==> src/sv/ffha_pkg.sv <==
// ----------------------------------------------------------------------------
// ffha_pkg
// Shared types and codes of the first-fit heap allocator: request functions,
// result status codes and the command/status groups between control and data.
// ----------------------------------------------------------------------------
package ffha_pkg;

    localparam logic FUNC_ALLOC = 1'b0;
    localparam logic FUNC_FREE  = 1'b1;

    typedef logic [1:0] t_status;

    localparam t_status ST_OK    = 2'd0;
    localparam t_status ST_NOFIT = 2'd1;
    localparam t_status ST_ZERO  = 2'd2;
    localparam t_status ST_RANGE = 2'd3;

    localparam int REQ_W    = 15;
    localparam int STATUS_W = 2;

    typedef struct packed {
        logic    capture;
        logic    mul;
        logic    init;
        logic    start_walk;
        logic    step;
        logic    wr_hdr;
        logic    wr_split;
        logic    rd_free;
        logic    wr_free;
        logic    set_result;
        t_status res_code;
        logic    out_load;
    } t_dp_cmd;

    typedef struct packed {
        logic func;
        logic zero;
        logic too_big;
        logic range_bad;
        logic broken;
        logic fit;
        logic split;
        logic last_block;
    } t_dp_sts;

endpackage

==> src/sv/ffha_ctrl.sv <==
// ----------------------------------------------------------------------------
// ffha_ctrl
// Sequencer of the allocator: accepts a request, steps the datapath through
// size conversion, header walk or free update, and hands off the result.
// ----------------------------------------------------------------------------
module ffha_ctrl import ffha_pkg::*; (
    input  logic    i_clk,
    input  logic    i_rst_n,
    input  logic    i_in_valid,
    output logic    o_in_ready,
    input  logic    i_out_ready,
    output logic    o_out_valid,
    input  t_dp_sts i_sts,
    output t_dp_cmd o_cmd
);

    localparam logic [2:0] S_INIT  = 3'd0;
    localparam logic [2:0] S_IDLE  = 3'd1;
    localparam logic [2:0] S_MUL   = 3'd2;
    localparam logic [2:0] S_CHK   = 3'd3;
    localparam logic [2:0] S_WALK  = 3'd4;
    localparam logic [2:0] S_SPLIT = 3'd5;
    localparam logic [2:0] S_FREE  = 3'd6;
    localparam logic [2:0] S_RESP  = 3'd7;

    logic [2:0] r_state, n_state;
    logic       r_out_valid, n_out_valid;
    t_dp_cmd    w_cmd;

    always_comb begin
        n_state    = r_state;
        w_cmd      = '0;
        o_in_ready = 1'b0;
        unique case (r_state)
            S_INIT: begin
                w_cmd.init = 1'b1;
                n_state    = S_IDLE;
            end
            S_IDLE: begin
                o_in_ready = 1'b1;
                if (i_in_valid) begin
                    w_cmd.capture = 1'b1;
                    n_state       = S_MUL;
                end
            end
            S_MUL: begin
                w_cmd.mul = 1'b1;
                n_state   = S_CHK;
            end
            S_CHK: begin
                if (i_sts.func == FUNC_ALLOC) begin
                    priority if (i_sts.zero) begin
                        w_cmd.set_result = 1'b1;
                        w_cmd.res_code   = ST_ZERO;
                        n_state          = S_RESP;
                    end else if (i_sts.too_big) begin
                        w_cmd.set_result = 1'b1;
                        w_cmd.res_code   = ST_NOFIT;
                        n_state          = S_RESP;
                    end else begin
                        w_cmd.start_walk = 1'b1;
                        n_state          = S_WALK;
                    end
                end else begin
                    if (i_sts.range_bad) begin
                        w_cmd.set_result = 1'b1;
                        w_cmd.res_code   = ST_RANGE;
                        n_state          = S_RESP;
                    end else begin
                        w_cmd.rd_free = 1'b1;
                        n_state       = S_FREE;
                    end
                end
            end
            S_WALK: begin
                priority if (i_sts.broken) begin
                    w_cmd.set_result = 1'b1;
                    w_cmd.res_code   = ST_NOFIT;
                    n_state          = S_RESP;
                end else if (i_sts.fit) begin
                    w_cmd.wr_hdr     = 1'b1;
                    w_cmd.set_result = 1'b1;
                    w_cmd.res_code   = ST_OK;
                    n_state          = i_sts.split ? S_SPLIT : S_RESP;
                end else if (i_sts.last_block) begin
                    w_cmd.set_result = 1'b1;
                    w_cmd.res_code   = ST_NOFIT;
                    n_state          = S_RESP;
                end else begin
                    w_cmd.step = 1'b1;
                end
            end
            S_SPLIT: begin
                w_cmd.wr_split = 1'b1;
                n_state        = S_RESP;
            end
            S_FREE: begin
                w_cmd.wr_free    = 1'b1;
                w_cmd.set_result = 1'b1;
                w_cmd.res_code   = ST_OK;
                n_state          = S_RESP;
            end
            S_RESP: begin
                if (!r_out_valid || i_out_ready) begin
                    w_cmd.out_load = 1'b1;
                    n_state        = S_IDLE;
                end
            end
            default: begin
                n_state = S_INIT;
            end
        endcase
    end

    always_comb begin
        n_out_valid = r_out_valid;
        if (w_cmd.out_load) begin
            n_out_valid = 1'b1;
        end else if (i_out_ready) begin
            n_out_valid = 1'b0;
        end
    end

    always_ff @(posedge i_clk) begin
        if (!i_rst_n) begin
            r_state     <= S_INIT;
            r_out_valid <= 1'b0;
        end else begin
            r_state     <= n_state;
            r_out_valid <= n_out_valid;
        end
    end

    assign o_cmd       = w_cmd;
    assign o_out_valid = r_out_valid;

`ifndef ASSERT_OFF
    a_split_after_hdr: assert property (@(posedge i_clk) disable iff (!i_rst_n)
        w_cmd.wr_split |-> $past(w_cmd.wr_hdr))
        else $error("split header written without a preceding header write");
    a_step_clean: assert property (@(posedge i_clk) disable iff (!i_rst_n)
        w_cmd.step |-> (!i_sts.broken && !i_sts.fit && !i_sts.last_block))
        else $error("walk advanced past a terminal header");
    a_hdr_fits: assert property (@(posedge i_clk) disable iff (!i_rst_n)
        w_cmd.wr_hdr |-> (i_sts.fit && !i_sts.broken))
        else $error("header claimed without a fitting free block");
    a_no_overwrite: assert property (@(posedge i_clk) disable iff (!i_rst_n)
        w_cmd.out_load |-> (!r_out_valid || i_out_ready))
        else $error("pending result overwritten");
`endif

endmodule

==> config.mk <==
export PLATFORM = sky130hd
export DESIGN_NAME = ffha_ctrl
export DESIGN_NICKNAME = d
export VERILOG_FILES = /design/src/sv/ffha_pkg.sv /design/src/sv/ffha_ctrl.sv
export SDC_FILE = /design/constraint.sdc
export NUM_CORES = 1
export LEC_CHECK = 0
export ABC_AREA = 1
export BUFFER_PORTS_ARGS = -buffer_cell sky130_fd_sc_hd__buf_2
export CAP_MARGIN = 20
export CELL_PAD_IN_SITES_DETAIL_PLACEMENT = 1
export CELL_PAD_IN_SITES_GLOBAL_PLACEMENT = 1
export CORE_MARGIN = 1
export CORE_UTILIZATION = 23
export CTS_CLUSTER_SIZE = 40
export DETAILED_ROUTE_END_ITERATION = 7
export PLACE_DENSITY = 0.71
export SYNTH_ARGS = -nofsm -noshare
export SYNTH_HDL_FRONTEND = slang
export SYNTH_SLANG_ARGS = --single-unit
==> constraint.sdc <==
create_clock -name i_clk -period 1 [get_ports i_clk]
set_input_delay 0.05 -clock i_clk [delete_from_list [all_inputs] [get_ports i_clk]]
set_output_delay 0.05 -clock i_clk [all_outputs]
set_load 0.02 [all_outputs]
Word level (Yosys, flattened, before mapping). Cells that the tools add are included.

Equality and inequality tests: 10. Reduce and logical (&&, ||, !) cells: 6. Multiplexer cells: 42.

Operators with widths (count): $mux 3 (13); $mux 1 (22); $pmux 3 s7 (1); $eq 3x3->1 const B (4); $mux 2 (5); $pmux 3 s3 (1); $eq 3x2->1 const B (2); $ne 2x2->1 const B (2); $ne 4x4->1 const B (1); $eq 3x1->1 const B (1); $logic_not 3->1 (1); $reduce_and 3->1 (1); $reduce_bool 2->1 (1); $reduce_or 2->1 (1); $logic_not 1->1 (1); $logic_or 1x1->1 (1).

Word-level logic and storage cells: 60. Output and inout bits: 15. Bits of input ports: 12. Flip-flop bits (word level): 4.

Logic depth before layout (Yosys ltp). Gate-level depths: netlist (run 1).

Depth after elaboration: 5. Gate-level depth with buffers: 8. Mapped depth without buffers: 8.

Least setup slack after synthesis (run 1). OpenSTA, ideal clock, no wires.

Kind: register to register. Start point: reg r_state[0]. End point: reg r_state[1]. Slack: -161 ps. Setup time: 114 ps. Path buffers: 0. Arrival: 1048 ps. Clock period less this slack: 1161 ps. Stages on the path, launching flop included: 7. Required time: 886 ps. Cell sequence: dfxtp_1 -> inv_2 -> nand3_2 -> nor2_2 -> nor2_2 -> a21oi_1 -> nor2_1.

Word-level cells in the longest chain between the ends: 3. Elaborated cells on any way between the ends: 14.

Ends and longest elaborated chain: from (decl) (RTL line ffha_ctrl.sv:26) `logic [2:0] r_state, n_state;`; from (signal assigned) (RTL line ffha_ctrl.sv:129) `r_state <= n_state;`; $eq 3x3->1 / $eq 3x1->1 (equally long branches) (RTL line ffha_ctrl.sv:34) `unique case (r_state)`; $reduce_or 2->1 (no line), or another cell as far along; $pmux 3 s7 / $reduce_and 3->1 (equally long branches).

Several ways; a longest one is shown, not always the timed one. A chain may end at the register's enable or synchronous reset.

==> results of run 1 <==
[cells in the mapped netlist]
library cell | number | share of area, %
nor2_1 | 15 | 13
inv_1 | 12 | 10
nand2_1 | 10 | 8.5
a21oi_1 | 6 | 6.8
inv_2 | 6 | 5.1
nor3_1 | 5 | 5.6
dfxtp_1 | 4 | 18
nand2_2 | 4 | 5.6
nand3_1 | 3 | 3.4
nor2_2 | 3 | 4.2
nor2_4 | 2 | 5.1
o21ai_0 | 2 | 2.3
buf_4 | 1 | 1.7
buf_6 | 1 | 2.5
nand2_4 | 1 | 2.5
nand3_2 | 1 | 2.3
o22ai_1 | 1 | 1.4
xnor2_1 | 1 | 2.0
[metal layers]
metal / up-vias / wire, um / GRT usage (%)
li1: 325 / - / -
met2: 12 / 1032 / 32.96
met5: - / 0 / 0
met1: 309 / 736 / 19.91
met4: 0 / 16 / 3.529
met3: 2 / 55 / 5.159
[worst register-to-register path, delay by kind of cell, from the launching register on]
family,cells,cell delay (ns)
DFF,1,0.36
buffers and inverters,2,0.26
AOI/OAI and AO/OA,1,0.12
xor gates and xnor gates,1,0.16
and+or+nand+nor,2,0.15
[kinds of logic after synthesis]
family	synth area share, %
AO/OA/AOI/OAI	10.45
XOR/XNOR	1.978
flip-flops	18.08
buffers and inverters	19.49
AND/OR/NAND/NOR	50.00
[stage by stage]
step	power [mW]	std cells
3_5_place_dp	0.7141	138
3_3_place_gp	0.7031	138
4_1_cts	1.102	146
6_report	1.159	147
5_1_grt	1.225	147
2_1_floorplan	0.5024	78
[layout make-up]
class | count | area, um2
Fill cell | 236 | 792.0
Multi-Input combinational cell | 54 | 409.1
Timing Repair Buffer | 43 | 342.8
Sequential cell | 4 | 91.34
Inverter | 18 | 75.07
Tap cell | 25 | 31.28
Clock buffer | 3 | 22.52
[how the worst min path moves through the flow]
stage,end,slack (ns)
2_1_floorplan,o_cmd[5],0.15
3_3_place_gp,r_state[0],0.29
3_5_place_dp,r_state[0],0.29
4_1_cts,r_state[0],0.03
5_1_grt,r_state[0],0.06
6_report,r_state[0],0.05
[what timing repair did]
item                                    CTS  global route
setup buffers                             5             2
resized for setup                        44            19
endpoints found under the setup margin   17            17
pin swaps                                14             6
gates cloned                              0             0
[state kept, by name, indices dropped and copies added (netlist names)]
name / count
r_state: 3
o_out_valid: 1
[power breakdown]
group | internal [mW] | total (mW) | switching, mW
sequential | 0.188 | 0.231 | 0.0426
combinational | 0.336 | 0.715 | 0.379
clock | 0.135 | 0.214 | 0.0786
==> impl_metrics.toml, run 1 <==
[critical_path]
reg2reg_from = "r_state[0]"
r2r-end = "r_state[1]"
r2r_cells = 6
timing.critical_path.slowest_cell_delay_ns = 0.36
crit_arrival_ns = 1.22
path_max_fanout = 5
worst-path-buf-inv = 2
end_kind = "output pin"
slowest_stage = "dfxtp_4"
worst-setup-path-type = "register to output pin"
startpoint_type = "register"
reg2reg_slack_ns = -0.15
path_cells = "inv_2, nand3_4, nor3_1, buf_2"
critPathCapture = "o_cmd[7]"
cp.depth = 4
startpoint = "r_state[0]"
cp.required_ns = 0.95
path_delay_family = "flip-flops"

[floorplan]
core_um2 = 1764
start_util_pct = 25.11
dieArea_um2 = 2105
row_count = 15
die_x_um = 45.89
die_h_um = 45.89
io_pins = 27

[placement]
hpwl_um = 1188
io_buffer_count = 26
place_area_um2 = 694.4
place_congestion = 0.8130
pre_cts_ws_ns = -0.1622

[sta]
setup_ws_ns = -0.2662
rsz0062_at_grt = "true"
slew_headroom_pct = 83.35
period_minus_slack_ns = 1.266
hold_viol = 0
worst_clock_skew_ns = 0.006231
fin_crit_sh_pct = 126.6
setup_violations = 17
maxSlewViolCount = 0
tightest_slew_ns = 0.2497
fin_hold_ws_ns = 0.04613
fin_tns_setup_ns = -3.025
max_freq_mhz = 789.8

[routing]
wl_per_cell_um = 12.52
firstDrtPassIters = 3
routed_via_density = 4.408
detail_route.iter0.violations = 4
antenna_left = 0
drc = 0
vias = 648
drt_wl_total_um = 1840

[power_and_ir_drop]
power.density_nw_per_um2 = 1193
peakVddDrop_mv = 0.6512
p_leak_nw = 0.4925

[min_path]
hp-class = "input pin to register"
worstHoldPathCells = 3
hp-start = "i_rst_n"

[clocking]
h-tree-depth = 1
ctsHoldBuffers = 0
cts_sinks = 4
clk_latency_ns = 0.24
cts_tree = "done"
cts-root-buf = "clkbuf_4"
cts_inserted_buffers = 3
clock_path_buffers = 2
clk_pin_slew_worst_paths_ns = 0.04

[logic_synthesis]
syn_area_um2 = 442.9
seq_area_frac_synth_pct = 18.08
postSynthAreaPerCell_um2 = 5.679
synth_nets = 90
synth_warnings = 0
synth_cell_type_count = 18
synth.ff_latch_count = 4
syn_inst = 78

[finish]
post-route-util_pct = 55.11
num_antenna_cells = 0
final_nets = 136
fin_area_um2 = 972.2
areaGrowthSynthToFinish_pct = 119.5
drive_gt1_share_pct = 72.13
layout_commonest_cell = "buf_4"
final_cell_mix = "buf_4 (16), buf_6 (14), buf_2 (13)"

[grt]
grt_pass1_vias = 619
track_usage_pct = 17.84
grt_pass1_wl_um = 2628
antenna_found_initial = 0
grt_max_degree = 7
grt-ovfl-total = 0

[status]
failed_checks = "setup timing"
status = "complete, but fails checks"

[job]
cap_violations = 0
No activity file was read; power rests on OpenSTA's default activity.
==> run 2: changes to the inputs <==
- CELL_PAD_IN_SITES_DETAIL_PLACEMENT: 1 -> 0
==> run 2 against run 1 <==
Effect of this change:
- clock skew down 0.0049 ns
- worst hold slack worse by 0.021 ns
- clock power about the same
- highest routed layer unchanged
- critical endpoint unchanged
- die area unchanged
- first-iteration DRC count rose to 3.0 times the previous value
- the flow still finishes with violations (setup timing)
- core utilization down 3.3 points
==> impl_metrics.toml, run 2 (synthesis results as in run 1) <==
[status]
status = "complete, but fails checks"
failed_checks = "setup timing"

[routing]
detail_route.iter0.violations = 12
drc = 0
firstDrtPassIters = 4
routed_via_density = 4.144
antenna_left = 0
drt_wl_total_um = 1387
vias = 605
wl_per_cell_um = 9.500

[sta]
setup_violations = 17
worst_clock_skew_ns = 0.001380
setup_ws_ns = -0.2610
maxSlewViolCount = 0
max_freq_mhz = 793.0
fin_hold_ws_ns = 0.02471
hold_viol = 0
period_minus_slack_ns = 1.261
fin_crit_sh_pct = 126.1
slew_headroom_pct = 84.48
tightest_slew_ns = 0.2320
rsz0062_at_grt = "true"

[placement]
hpwl_um = 984.7
place_congestion = 0.8130
io_buffer_count = 26
place_area_um2 = 694.4
place_inst = 138

[grt]
antenna_found_initial = 0
grt_pass1_vias = 533
track_usage_pct = 14.86
grt_pass1_wl_um = 2139
grt_max_degree = 7
grt-ovfl-total = 0

[power_and_ir_drop]
power.density_nw_per_um2 = 1202
intPower_uw = 637.0
p_leak_nw = 0.4775
clockPowerShare_pct = 19.5
switching_share_pct = 42.04
power_frac_seq_pct = 21.5
peakVddDrop_mv = 0.6795
combinationalPowerShare_pct = 59.1
power_switching_uw = 462.0

[floorplan]
io_pins = 27
row_count = 15
dieArea_um2 = 2105
die_x_um = 45.89
core_um2 = 1764
die_h_um = 45.89
start_util_pct = 25.11

[finish]
largest-register = "r_state"
stdcell_count = 146
final_nets = 135
fillCellCount = 184
fin_area_um2 = 914.6
num_antenna_cells = 0
final_cell_mix = "buf_4 (19), buf_2 (13), inv_1 (11), nor2_1 (11), buf_6 (10)"
layout_commonest_cell = "buf_4"
drive_gt1_share_pct = 64.46
areaGrowthSynthToFinish_pct = 106.5
largest_register_ff_count = 3

[critical_path]
timing.critical_path.slowest_cell_delay_ns = 0.36
path_cells = "inv_2, nand3_4, nor3_1, buf_2"
slowest_stage = "dfxtp_4"
cp.required_ns = 0.95
path_delay_family = "flip-flops"
path_max_fanout = 5
end_kind = "output pin"
crit_arrival_ns = 1.21
worst-path-buf-inv = 2
worst-setup-path-type = "register to output pin"
startpoint_type = "register"

[clocking]
clock_path_buffers = 2
cts_inserted_buffers = 3
cts_sinks = 4
clk_latency_ns = 0.25
h-tree-depth = 1
clk_pin_slew_worst_paths_ns = 0.04
ctsHoldBuffers = 0
cts_tree = "done"
cts-root-buf = "clkbuf_4"

[min_path]
hp-class = "input pin to register"

[job]
cap_violations = 0
==> run 2: routing by layer <==
metal / up-vias / routed length (um) / track usage (%)
met3: 5 / 59 / 3.571
met1: 260 / 578 / 17.84
met5: - / 0 / 0
met2: 15 / 708 / 22.82
met4: 0 / 41 / 10.59
li1: 325 / - / -
==> run 2: per-stage QoR <==
| step | power [mW] | util (%) | worst slack [ns] | setup TNS [ns] |
|---|---|---|---|---|
| floorplan | 0.5024 | - | -0.1054 | -0.3920 |
| global placement | 0.7031 | 39.36 | -0.08673 | -0.4359 |
| CTS | 1.057 | 49.22 | -0.2798 | -3.129 |
| global route | 1.167 | 51.84 | -0.3084 | -4.170 |
| detailed placement | 0.7018 | 39.36 | -0.09204 | -0.4616 |
| finish | 1.099 | 51.84 | -0.2610 | -3.269 |
==> run 2: worst reg2reg max path: stages (launching register included) <==
cell and delay, ns:
dfxtp_4 0.36, inv_2 0.13, nand3_4 0.13, nor2_4 0.13, buf_4 0.12, nor2_2 0.04
a21oi_1 0.13, nor2_1 0.04
==> run 2: timing repair <==
item | in CTS | in global routing
buffers inserted | 6 | 0
gates cloned | 0 | 0
pin swaps | 8 | 4
resized for setup | 37 | 12
setup endpoints to repair | 17 | 17
==> run 2: final timing paths <==
check	to	depth (start not counted)	start	slack, ns
worst max-delay path	o_cmd[7]	4	r_state[0]	-0.26
worst min-delay path	r_state[0]	3	i_rst_n	0.02
worst max register to register	r_state[1]	7	r_state[0]	-0.19
worst min register to register	o_out_valid	4	o_out_valid	0.63
==> run 2: power groups by stage <==
| stage | combinational (mW) | clock, mW | sequential (mW) |
|---|---|---|---|
| 2_1_floorplan | 0.288 | 0 | 0.214 |
| 4_1_cts | 0.611 | 0.222 | 0.224 |
| 3_5_place_dp | 0.488 | 0 | 0.214 |
| 6_report | 0.649 | 0.214 | 0.236 |
| 3_3_place_gp | 0.488 | 0 | 0.215 |
| 5_1_grt | 0.700 | 0.228 | 0.239 |
==> run 2: area by class of cell <==
cell class,instances,area [um2],share of cell area [%]
Timing Repair Buffer,42,320.3,35.02
Multi-Input combinational cell,54,374.1,40.90
Inverter,18,75.07,8.208
Tap cell,25,31.28,3.420
Clock buffer,3,22.52,2.462
Sequential cell,4,91.34,9.986
